File: src/rtl/ssc_pkg.sv
// Shared types, constants, font tables and divide-by-ten helpers for the
// seven-segment scan controller. No dependencies.
`default_nettype none

package ssc_pkg;

  localparam int CMD_W    = 3;
  localparam int POS_W    = 2;
  localparam int CODE_W   = 8;
  localparam int MASK_W   = 8;
  localparam int NUM_W    = 16;
  localparam int SEG_W    = 7;
  localparam int GRID_W   = 11;
  localparam int FRAME_W  = SEG_W + GRID_W;
  localparam int DIGIT_W  = 4;
  localparam int FONT_AW  = 7;
  localparam int FONT_DEPTH = 1 << FONT_AW;

  localparam logic [GRID_W-1:0] GRID_ALL_OFF = 11'h7FF;
  localparam logic [CODE_W-1:0] FONT_UNSET   = 8'hFF;
  localparam logic [SEG_W-1:0]  SEG_ZERO     = 7'h3F;

  // floor(n / 10) == (n * 52429) >> 19 for every 16-bit n
  localparam logic [31:0] DIV10_MUL   = 32'd52429;
  localparam int          DIV10_SHIFT = 19;

  typedef enum logic [CMD_W-1:0] {
    CMD_CHAR   = 3'd0,
    CMD_RAW    = 3'd1,
    CMD_DIGIT  = 3'd2,
    CMD_DEFINE = 3'd3,
    CMD_SHOW   = 3'd4,
    CMD_CLEAR  = 3'd5,
    CMD_SCAN   = 3'd6
  } cmd_e;

  localparam logic [SEG_W-1:0] DEC_FONT [16] = '{
    7'h3F, 7'h06, 7'h5B, 7'h4F, 7'h66, 7'h6D, 7'h7D, 7'h07,
    7'h7F, 7'h6F, 7'h00, 7'h00, 7'h00, 7'h00, 7'h00, 7'h00
  };

  localparam logic [SEG_W-1:0] ROM_FONT [FONT_DEPTH] = '{
    7'h00, 7'h00, 7'h00, 7'h00, 7'h00, 7'h00, 7'h00, 7'h00,
    7'h00, 7'h00, 7'h00, 7'h00, 7'h00, 7'h00, 7'h00, 7'h00,
    7'h00, 7'h00, 7'h00, 7'h00, 7'h00, 7'h00, 7'h00, 7'h00,
    7'h00, 7'h00, 7'h00, 7'h00, 7'h00, 7'h00, 7'h00, 7'h00,
    7'h00, 7'h06, 7'h22, 7'h76, 7'h00, 7'h00, 7'h00, 7'h02,
    7'h39, 7'h0F, 7'h00, 7'h00, 7'h04, 7'h40, 7'h08, 7'h52,
    7'h3F, 7'h06, 7'h5B, 7'h4F, 7'h66, 7'h6D, 7'h7D, 7'h07,
    7'h7F, 7'h6F, 7'h00, 7'h00, 7'h00, 7'h48, 7'h00, 7'h53,
    7'h00, 7'h77, 7'h7C, 7'h39, 7'h5E, 7'h79, 7'h71, 7'h3D,
    7'h76, 7'h06, 7'h1E, 7'h75, 7'h38, 7'h79, 7'h54, 7'h3F,
    7'h73, 7'h67, 7'h50, 7'h6D, 7'h78, 7'h3E, 7'h1C, 7'h4F,
    7'h76, 7'h6E, 7'h5B, 7'h39, 7'h00, 7'h0F, 7'h23, 7'h08,
    7'h20, 7'h5F, 7'h7C, 7'h58, 7'h5E, 7'h7B, 7'h71, 7'h6F,
    7'h74, 7'h04, 7'h0E, 7'h75, 7'h30, 7'h79, 7'h54, 7'h5C,
    7'h73, 7'h67, 7'h50, 7'h6D, 7'h78, 7'h1C, 7'h1C, 7'h4F,
    7'h76, 7'h6E, 7'h5B, 7'h00, 7'h00, 7'h00, 7'h00, 7'h00
  };

  function automatic logic [NUM_W-1:0] div10(input logic [NUM_W-1:0] n);
    logic [31:0] prod;
    prod = 32'(n) * DIV10_MUL;
    return NUM_W'(prod >> DIV10_SHIFT);
  endfunction

  // remainder from a known quotient: n - 10*q
  function automatic logic [DIGIT_W-1:0] rem10(input logic [NUM_W-1:0] n,
                                               input logic [NUM_W-1:0] q);
    logic [NUM_W-1:0] r;
    r = n - ((q << 3) + (q << 1));
    return r[DIGIT_W-1:0];
  endfunction

endpackage

`default_nettype wire

File: src/rtl/ssc_cmd_if.sv
// Request channel of the seven-segment scan controller.
// Depends on ssc_pkg for field widths.
`default_nettype none

interface ssc_cmd_if;
  logic                         valid;
  logic                         ready;
  logic [ssc_pkg::CMD_W-1:0]    command;
  logic [ssc_pkg::POS_W-1:0]    position;
  logic [ssc_pkg::CODE_W-1:0]   code;
  logic [ssc_pkg::MASK_W-1:0]   mask;
  logic [ssc_pkg::NUM_W-1:0]    number;

  modport source (output valid, command, position, code, mask, number, input ready);
  modport sink   (input valid, command, position, code, mask, number, output ready);
endinterface

`default_nettype wire

File: src/rtl/ssc_frame_if.sv
// Driver-word channel of the seven-segment scan controller.
// Depends on ssc_pkg for field widths.
`default_nettype none

interface ssc_frame_if;
  logic                          valid;
  logic                          ready;
  logic [ssc_pkg::FRAME_W-1:0]   frame_word;
  logic [ssc_pkg::POS_W-1:0]     scanned_digit;

  modport source (output valid, frame_word, scanned_digit, input ready);
  modport sink   (input valid, frame_word, scanned_digit, output ready);
endinterface

`default_nettype wire

File: src/rtl/ssc_ram.sv
// Generic single-write, single-read RAM with registered read data.
// No dependencies.
`default_nettype none

module ssc_ram #(
  parameter int WIDTH = 8,
  parameter int DEPTH = 128
) (
  input  wire logic                     clk_i,
  input  wire logic                     we_i,
  input  wire logic [$clog2(DEPTH)-1:0] waddr_i,
  input  wire logic [WIDTH-1:0]         wdata_i,
  input  wire logic                     re_i,
  input  wire logic [$clog2(DEPTH)-1:0] raddr_i,
  output logic      [WIDTH-1:0]         rdata_o
);

  logic [WIDTH-1:0] mem_q [DEPTH];

  always_ff @(posedge clk_i) begin
    if (we_i) begin
      mem_q[waddr_i] <= wdata_i;
    end
    if (re_i) begin
      rdata_o <= mem_q[raddr_i];
    end
  end

endmodule

`default_nettype wire

File: src/rtl/seven_segment_scan_controller_core.sv
// Top level of the seven-segment scan controller.
// Depends on ssc_pkg, ssc_cmd_if, ssc_frame_if and ssc_ram.
//
// Takes one request per clock while not stalled. A clear or scan-tick request
// yields a driver word, all other requests yield none; the word passes the
// divide-by-ten chain, one stage per decimal place, behind the input register
// and the font RAM read. The custom font is a 128 x 8 RAM with registered
// read plus one valid flop per entry, so it is usable right after reset with
// no clearing pass. Output is registered; the pipeline keeps accepting while
// a word waits, and stalls only behind it.
`default_nettype none

module seven_segment_scan_controller_core #(
  parameter int NUM_DIGITS = 4
) (
  input  wire logic    clk_i,
  input  wire logic    rst_ni,
  ssc_cmd_if.sink      cmd_i,
  ssc_frame_if.source  frame_o
);

  import ssc_pkg::*;

  localparam int IDX_W = (NUM_DIGITS > 1) ? $clog2(NUM_DIGITS) : 1;
  localparam int ND    = NUM_DIGITS;

  typedef struct packed {
    cmd_e               cmd;
    logic [POS_W-1:0]   pos;
    logic [CODE_W-1:0]  code;
    logic [MASK_W-1:0]  mask;
    logic [NUM_W-1:0]   number;
  } req_t;

  typedef struct packed {
    cmd_e                           cmd;
    logic [POS_W-1:0]               pos;
    logic [SEG_W-1:0]               pat;
    logic [NUM_W-1:0]               quot;
    logic [ND-1:0][DIGIT_W-1:0]     dig;
  } stage_t;

  req_t                 in_q;
  logic                 in_vld_q;
  stage_t               st_q   [ND];
  stage_t               st_d   [ND];
  logic [ND-1:0]        st_vld_q;
  logic [ND-1:0]        st_rdy;
  logic                 in_rdy;
  logic                 accept;

  logic [FONT_DEPTH-1:0] font_set_q;
  logic                  byp_q;
  logic [CODE_W-1:0]     byp_data_q;
  logic [CODE_W-1:0]     ram_rdata;
  logic [CODE_W-1:0]     font_entry;
  logic [SEG_W-1:0]      char_pat;
  logic                  font_we;

  logic [SEG_W-1:0]      digits_q [ND];
  logic [IDX_W-1:0]      scan_q;

  stage_t                tail;
  logic                  tail_res;
  logic                  commit_ok;
  logic                  commit;
  logic                  pos_ok;
  logic [IDX_W-1:0]      pos_idx;
  logic [GRID_W-1:0]     grids;
  logic [FRAME_W-1:0]    word_d;
  logic [POS_W-1:0]      sdig_d;

  logic                  out_vld_q;
  logic [FRAME_W-1:0]    out_word_q;
  logic [POS_W-1:0]      out_sdig_q;

  // handshake and ready chain
  assign tail      = st_q[ND-1];
  assign tail_res  = (tail.cmd == CMD_CLEAR) || (tail.cmd == CMD_SCAN);
  assign commit_ok = !tail_res || !out_vld_q || frame_o.ready;
  assign commit    = st_vld_q[ND-1] && commit_ok;

  always_comb begin
    st_rdy[ND-1] = !st_vld_q[ND-1] || commit_ok;
    for (int k = ND - 2; k >= 0; k--) begin
      st_rdy[k] = !st_vld_q[k] || st_rdy[k+1];
    end
  end

  assign in_rdy      = !in_vld_q || st_rdy[0];
  assign cmd_i.ready = in_rdy;
  assign accept      = cmd_i.valid && in_rdy;

  // custom font
  assign font_we = in_vld_q && st_rdy[0] && (in_q.cmd == CMD_DEFINE) &&
                   !in_q.code[CODE_W-1];

  ssc_ram #(
    .WIDTH (CODE_W),
    .DEPTH (FONT_DEPTH)
  ) u_font_ram (
    .clk_i   (clk_i),
    .we_i    (font_we),
    .waddr_i (in_q.code[FONT_AW-1:0]),
    .wdata_i (in_q.mask),
    .re_i    (accept),
    .raddr_i (cmd_i.code[FONT_AW-1:0]),
    .rdata_o (ram_rdata)
  );

  always_comb begin
    if (!font_set_q[in_q.code[FONT_AW-1:0]]) begin
      font_entry = FONT_UNSET;
    end else if (byp_q) begin
      font_entry = byp_data_q;
    end else begin
      font_entry = ram_rdata;
    end
    if (in_q.code[CODE_W-1]) begin
      char_pat = '0;
    end else if (font_entry == FONT_UNSET) begin
      char_pat = ROM_FONT[in_q.code[FONT_AW-1:0]];
    end else begin
      char_pat = font_entry[SEG_W-1:0];
    end
  end

  // divide-by-ten stages, units digit first
  always_comb begin
    logic [NUM_W-1:0] q;
    q = div10(in_q.number);
    st_d[0]        = '0;
    st_d[0].cmd    = in_q.cmd;
    st_d[0].pos    = in_q.pos;
    st_d[0].quot   = q;
    st_d[0].dig[0] = rem10(in_q.number, q);
    case (in_q.cmd)
      CMD_CHAR: st_d[0].pat = char_pat;
      CMD_RAW:  st_d[0].pat = in_q.mask[SEG_W-1:0];
      default:  st_d[0].pat = '0;
    endcase
    for (int k = 1; k < ND; k++) begin
      q              = div10(st_q[k-1].quot);
      st_d[k]        = st_q[k-1];
      st_d[k].quot   = q;
      st_d[k].dig[k] = rem10(st_q[k-1].quot, q);
    end
  end

  // driver word for the tail request
  assign pos_ok  = int'(tail.pos) < ND;
  assign pos_idx = IDX_W'(tail.pos);
  assign grids   = GRID_ALL_OFF & ~(GRID_W'(1) << (ND - int'(scan_q)));

  always_comb begin
    if (tail.cmd == CMD_CLEAR) begin
      word_d = {{SEG_W{1'b0}}, GRID_ALL_OFF};
      sdig_d = '0;
    end else begin
      word_d = {digits_q[scan_q], grids};
      sdig_d = POS_W'(scan_q);
    end
  end

  // control state
  always_ff @(posedge clk_i or negedge rst_ni) begin
    if (!rst_ni) begin
      in_vld_q   <= 1'b0;
      st_vld_q   <= '0;
      out_vld_q  <= 1'b0;
      font_set_q <= '0;
      scan_q     <= '0;
      for (int i = 0; i < ND; i++) begin
        digits_q[i] <= SEG_ZERO;
      end
    end else begin
      if (in_rdy) begin
        in_vld_q <= cmd_i.valid;
      end
      if (st_rdy[0]) begin
        st_vld_q[0] <= in_vld_q;
      end
      for (int k = 1; k < ND; k++) begin
        if (st_rdy[k]) begin
          st_vld_q[k] <= st_vld_q[k-1];
        end
      end
      if (font_we) begin
        font_set_q[in_q.code[FONT_AW-1:0]] <= 1'b1;
      end
      if (commit && tail_res) begin
        out_vld_q <= 1'b1;
      end else if (frame_o.ready) begin
        out_vld_q <= 1'b0;
      end
      if (commit) begin
        case (tail.cmd)
          CMD_CHAR, CMD_RAW: begin
            if (pos_ok) begin
              digits_q[pos_idx] <= tail.pat;
            end
          end
          CMD_DIGIT: begin
            if (pos_ok) begin
              digits_q[pos_idx] <= DEC_FONT[tail.dig[0]];
            end
          end
          CMD_SHOW: begin
            for (int i = 0; i < ND; i++) begin
              digits_q[i] <= DEC_FONT[tail.dig[ND-1-i]];
            end
          end
          CMD_CLEAR: begin
            for (int i = 0; i < ND; i++) begin
              digits_q[i] <= '0;
            end
          end
          CMD_SCAN: begin
            scan_q <= (int'(scan_q) == ND - 1) ? '0 : scan_q + 1'b1;
          end
          default: begin
          end
        endcase
      end
    end
  end

  // payload registers
  always_ff @(posedge clk_i) begin
    if (accept) begin
      in_q.cmd    <= cmd_e'(cmd_i.command);
      in_q.pos    <= cmd_i.position;
      in_q.code   <= cmd_i.code;
      in_q.mask   <= cmd_i.mask;
      in_q.number <= cmd_i.number;
      // same-edge write to the entry being read: take the new data
      byp_q       <= font_we && (in_q.code[FONT_AW-1:0] == cmd_i.code[FONT_AW-1:0]);
      byp_data_q  <= in_q.mask;
    end
    if (st_rdy[0]) begin
      st_q[0] <= st_d[0];
    end
    for (int k = 1; k < ND; k++) begin
      if (st_rdy[k]) begin
        st_q[k] <= st_d[k];
      end
    end
    if (commit && tail_res) begin
      out_word_q <= word_d;
      out_sdig_q <= sdig_d;
    end
  end

  assign frame_o.valid         = out_vld_q;
  assign frame_o.frame_word    = out_word_q;
  assign frame_o.scanned_digit = out_sdig_q;

endmodule

`default_nettype wire

File: src/flat_wrapper.sv
// flat-port wrapper written by rule: the top's interface ports become plain ports
module seven_segment_scan_controller_core_flat import ssc_pkg::*;
#(
  parameter int NUM_DIGITS = 4
)
  (clk_i, rst_ni, cmd_i_valid, cmd_i_command, cmd_i_position, cmd_i_code, cmd_i_mask, cmd_i_number, cmd_i_ready, frame_o_valid, frame_o_frame_word, frame_o_scanned_digit, frame_o_ready);
  ssc_cmd_if cmd_i_i ();
  ssc_frame_if frame_o_i ();
  input  wire logic clk_i;
  input  wire logic rst_ni;
  input wire logic [$bits(cmd_i_i.valid)-1:0] cmd_i_valid;
  input wire logic [$bits(cmd_i_i.command)-1:0] cmd_i_command;
  input wire logic [$bits(cmd_i_i.position)-1:0] cmd_i_position;
  input wire logic [$bits(cmd_i_i.code)-1:0] cmd_i_code;
  input wire logic [$bits(cmd_i_i.mask)-1:0] cmd_i_mask;
  input wire logic [$bits(cmd_i_i.number)-1:0] cmd_i_number;
  output wire logic [$bits(cmd_i_i.ready)-1:0] cmd_i_ready;
  output wire logic [$bits(frame_o_i.valid)-1:0] frame_o_valid;
  output wire logic [$bits(frame_o_i.frame_word)-1:0] frame_o_frame_word;
  output wire logic [$bits(frame_o_i.scanned_digit)-1:0] frame_o_scanned_digit;
  input wire logic [$bits(frame_o_i.ready)-1:0] frame_o_ready;
  assign cmd_i_i.valid = cmd_i_valid;
  assign cmd_i_i.command = cmd_i_command;
  assign cmd_i_i.position = cmd_i_position;
  assign cmd_i_i.code = cmd_i_code;
  assign cmd_i_i.mask = cmd_i_mask;
  assign cmd_i_i.number = cmd_i_number;
  assign cmd_i_ready = cmd_i_i.ready;
  assign frame_o_valid = frame_o_i.valid;
  assign frame_o_frame_word = frame_o_i.frame_word;
  assign frame_o_scanned_digit = frame_o_i.scanned_digit;
  assign frame_o_i.ready = frame_o_ready;
  seven_segment_scan_controller_core #(.NUM_DIGITS(NUM_DIGITS)) u_core (.clk_i(clk_i), .rst_ni(rst_ni), .cmd_i(cmd_i_i), .frame_o(frame_o_i));
endmodule
File: config.mk
export PLATFORM = sky130hd
export DESIGN_NAME = seven_segment_scan_controller_core_flat
export DESIGN_NICKNAME = d
export VERILOG_FILES = /design/src/rtl/ssc_pkg.sv /design/src/rtl/ssc_cmd_if.sv /design/src/rtl/ssc_frame_if.sv /design/src/rtl/ssc_ram.sv /design/src/rtl/seven_segment_scan_controller_core.sv /design/src/flat_wrapper.sv
export SDC_FILE = /design/constraint.sdc
export NUM_CORES = 2
export LEC_CHECK = 0
export ABC_AREA = 1
export ABC_CLOCK_PERIOD_IN_PS = 6770
export BUFFER_PORTS_ARGS = -buffer_cell sky130_fd_sc_hd__buf_2
export CORE_ASPECT_RATIO = 2
export CORE_MARGIN = 10
export CORE_UTILIZATION = 55
export CTS_CLUSTER_DIAMETER = 120
export CTS_CLUSTER_SIZE = 30
export DETAILED_ROUTE_END_ITERATION = 8
export GPL_ROUTABILITY_DRIVEN = 0
export PLACE_DENSITY = 0.71
export SETUP_SLACK_MARGIN = 0.5
export SLEW_MARGIN = 20
export SYNTH_ARGS = -nofsm -noshare
export SYNTH_HDL_FRONTEND = slang
export SYNTH_HIERARCHICAL = 1
export SYNTH_SLANG_ARGS = --single-unit
export TNS_END_PERCENT = 100
File: constraint.sdc
create_clock -name clk_i -period 6.77 [get_ports clk_i]
set_input_delay 1.0155 -clock clk_i [delete_from_list [all_inputs] [get_ports clk_i]]
set_output_delay 1.0155 -clock clk_i [all_outputs]
set_load 0.05 [all_outputs]
==> results.cfg <==
[timing]
fin_skew_ps = 54.6
worstMarginPinSlew_ps = 1100
post-route-period-util_pct = 88.8
slew_headroom_pct = 26.4
min_period_ps = 6010
setup_tns_ps = 0
hold_viol_final = 0
fmax_mhz = 166
grt_setup_unrepaired = no
finalMaxSlewViolations = 0
setup_viol = 0

[synthesis]
ys_warn_count = 6
synth_cell_types = 64
synthCells = 7036
synth-compound-area-share_pct = 4.48
synth_top_area_share_pct = 49.2
synth_most_common_cell = nand2_1
synthFlopType = edfxtp_1
async_reset_ff_share_pct = 11.8
synthXorXnorAreaFrac_pct = 0.751
ys_seq_area_share_pct = 54.7
synthAdderAreaFrac_pct = 15.4
synth_seq_cells = 1386
syn_area_sq_um = 74600
synth_edf_count = 1222
yosys-top-cells-count = nand2_1 (1672), edfxtp_1 (1222), nand3_1 (1060)
synth-simple-area-share_pct = 18.2
syn_area_per_cell_sq_um = 10.6
synth_top_family_by_area = simple AND/OR/NAND/NOR gates
post-synth-top-area-cell = edfxtp_1
synthTopCellsByArea = edfxtp_1 (49%), ha_1 (8.5%), nand2_1 (8.4%), nand3_1 (7.1%), fa_1 (6.8%)
synth_mux_area_share_pct = 0.0805

[global_routing]
grt_pass1_vias = 51433
antenna_found_initial = 7
grt_max_degree = 192
grt_usage_pct = 24.6
overflow = 0
grt_pass1_wl_mm = 290

[status]
status = complete, no violations

[detailed_routing]
drt-initial-drc-count = 4577
vias_per_cell = 5.86
wire_per_inst_um = 21.8
met3_length_mm = 10.9
dr_wl_met2_mm = 100
dr.pass1.iters = 8
drt_wl_total_mm = 189
vias = 50968
wl_met1_mm = 65.3
routed.top_layer = met5
ant_nets = 0
route.detailed.drc = 0

[finish]
fin_nets = 7733
syn_to_final_growth_pct = 4.02
drive_gt1_share_pct = 4.54

[clock_network]
cts.sinks = 1386
cts-buffers-inserted = 52
htreeDepth = 2
cts-root-buf = clkbuf_16
clkLatencyLatePin_ps = 730
tritoncts = built
clock_tree.buffer_depth = 3
clk_pin_slew_ps = 130

[setup_path]
reg2reg_to = u_core/st_q[2][11]
setup.worst_path.start = u_core/st_q[1][21]
critical_path_arrival_ps = 6490
r2r_cells = 25
crit_fanout = 4
r2r_slack_ps = 760
crit_type = flop to flop
crit_path_end_kind = flop
rr_startpoint = u_core/st_q[1][21]
required_ps = 7250
startpoint_type = flop

[run]
max_cap_viol_count = 0

[floorplanning]
dieHeight_um = 541
start_util_pct = 55.3
rows = 191
fp.dieW_um = 280
io_pins = 63
die_area_sq_um = 152000
core_area_sq_um = 135000

[placed_design]
dp_hpwl_mm = 128
io_buffers = 59

[worst_hold_path]
hold_class = input port to asynchronous set/reset pin
final cells by class:
| type | instances | area [sq um] |
|---|---|---|
| multi-input combinational | 4533 | 29100 |
| clock inverter | 5 | 97.6 |
| fill | 11142 | 57400 |
| inverter | 834 | 3170 |
| clock buffer | 80 | 1410 |
| sequential | 1386 | 40800 |
| tap | 1737 | 2170 |
| timing repair buffer | 122 | 871 |
| antenna | 1 | 2.50 |
kinds of logic (layout without fill, tap and decap cells):
family / count (synthesis) / in the layout
compound gates: 574 / 574
xor+xnor: 64 / 64
fa+ha+maj: 763 / 763
buf+inv: 1119 / 1041
flops: 1386 / 1386
mux: 6 / 6
other cells: 1 / 4
simple gates: 3123 / 3123
worst max path at each step:
| stage | slack [ps] | end |
|---|---|---|
| 6_report | 760 | u_core/st_q[2][11] |
| 5_1_grt | 390 | u_core/st_q[2][11] |
| 4_1_cts | 780 | u_core/st_q[2][11] |
| 3_5_place_dp | 770 | u_core/st_q[2][11] |
| 3_3_place_gp | 700 | u_core/st_q[2][11] |
| 2_1_floorplan | 1340 | u_core/st_q[2][11] |
layer usage:
metal | vias up | global-route usage (%)
li1 | 23438 | -
met1 | 24729 | 26.9
met2 | 2150 | 45.1
met3 | 647 | 2.52
met4 | 4 | 14.8
met5 | - | 0
registers in the layout (all words and copies together) (netlist names):
name / flops
u_core/byp_data_q: 8
u_core/byp_q: 1
u_core/digits_q: 28
u_core/font_set_q: 128
u_core/frame_o.frame_word: 15
u_core/frame_o.scanned_digit: 2
u_core/frame_o.valid: 1
u_core/in_q: 37
u_core/in_vld_q: 1
u_core/scan_q: 2
u_core/st_q: 127
u_core/st_vld_q: 4
u_core/u_font_ram/mem_q: 1024
u_core/u_font_ram/rdata_o: 8
cells in the final DEF (no fill, tap or decap), drive strengths merged, types with 8 or more instances in the layout:
cell type,instances
or2,15
dfstp,24
inv,834
fa,255
a31oi,15
xnor2,31
clkbuf,81
nand2,1697
buf,121
a21o,12
edfxtp,1222
nand3,1061
nor2,291
o22ai,8
nor4,8
o21ai,284
xor2,33
dfrtp,140
o211ai,26
nor3,19
o21bai,23
ha,508
nand4,22
a21oi,160
stage by stage:
step / setup WS [ps] / cells / hold slack [ps] / util (%) / cell area [sq um]
global route: 390 / 8698 / 166 / 57.5 / 77600
global placement: 705 / 8600 / 402 / 56.3 / 76000
floorplan: 1340 / 7038 / 400 / - / 74600
detailed placement: 766 / 8600 / 405 / 56.3 / 76000
finish: 759 / 8698 / 169 / 57.5 / 77600
CTS: 785 / 8685 / 144 / 57.4 / 77500
repair_timing:
action,CTS,global route
hold buffers,0,0
setup buffers,0,12
resized for setup,0,5
endpoints found under the setup margin,0,1
worst max-delay path, stage by stage (launching register included):
cell      delay (ps)
edfxtp_1         510
ha_1             370
inv_1            100
fa_1             500
inv_1             60
fa_1             500
fa_1             530
fa_1             560
inv_1             60
fa_1             530
inv_1             40
ha_1             320
nand2_1           80
nor2_1            90
inv_1             80
nor3_2           120
o21ai_0          120
nand2_1          210
xor2_2           230
ha_2             240
xor2_2           170
inv_1             70
nand3_1          100
nand2_1           60
nand2_1           50
nand2_1           50
Power is not shown: default switching activity piles up to over one toggle a cycle in this logic, so the estimate is an artifact.
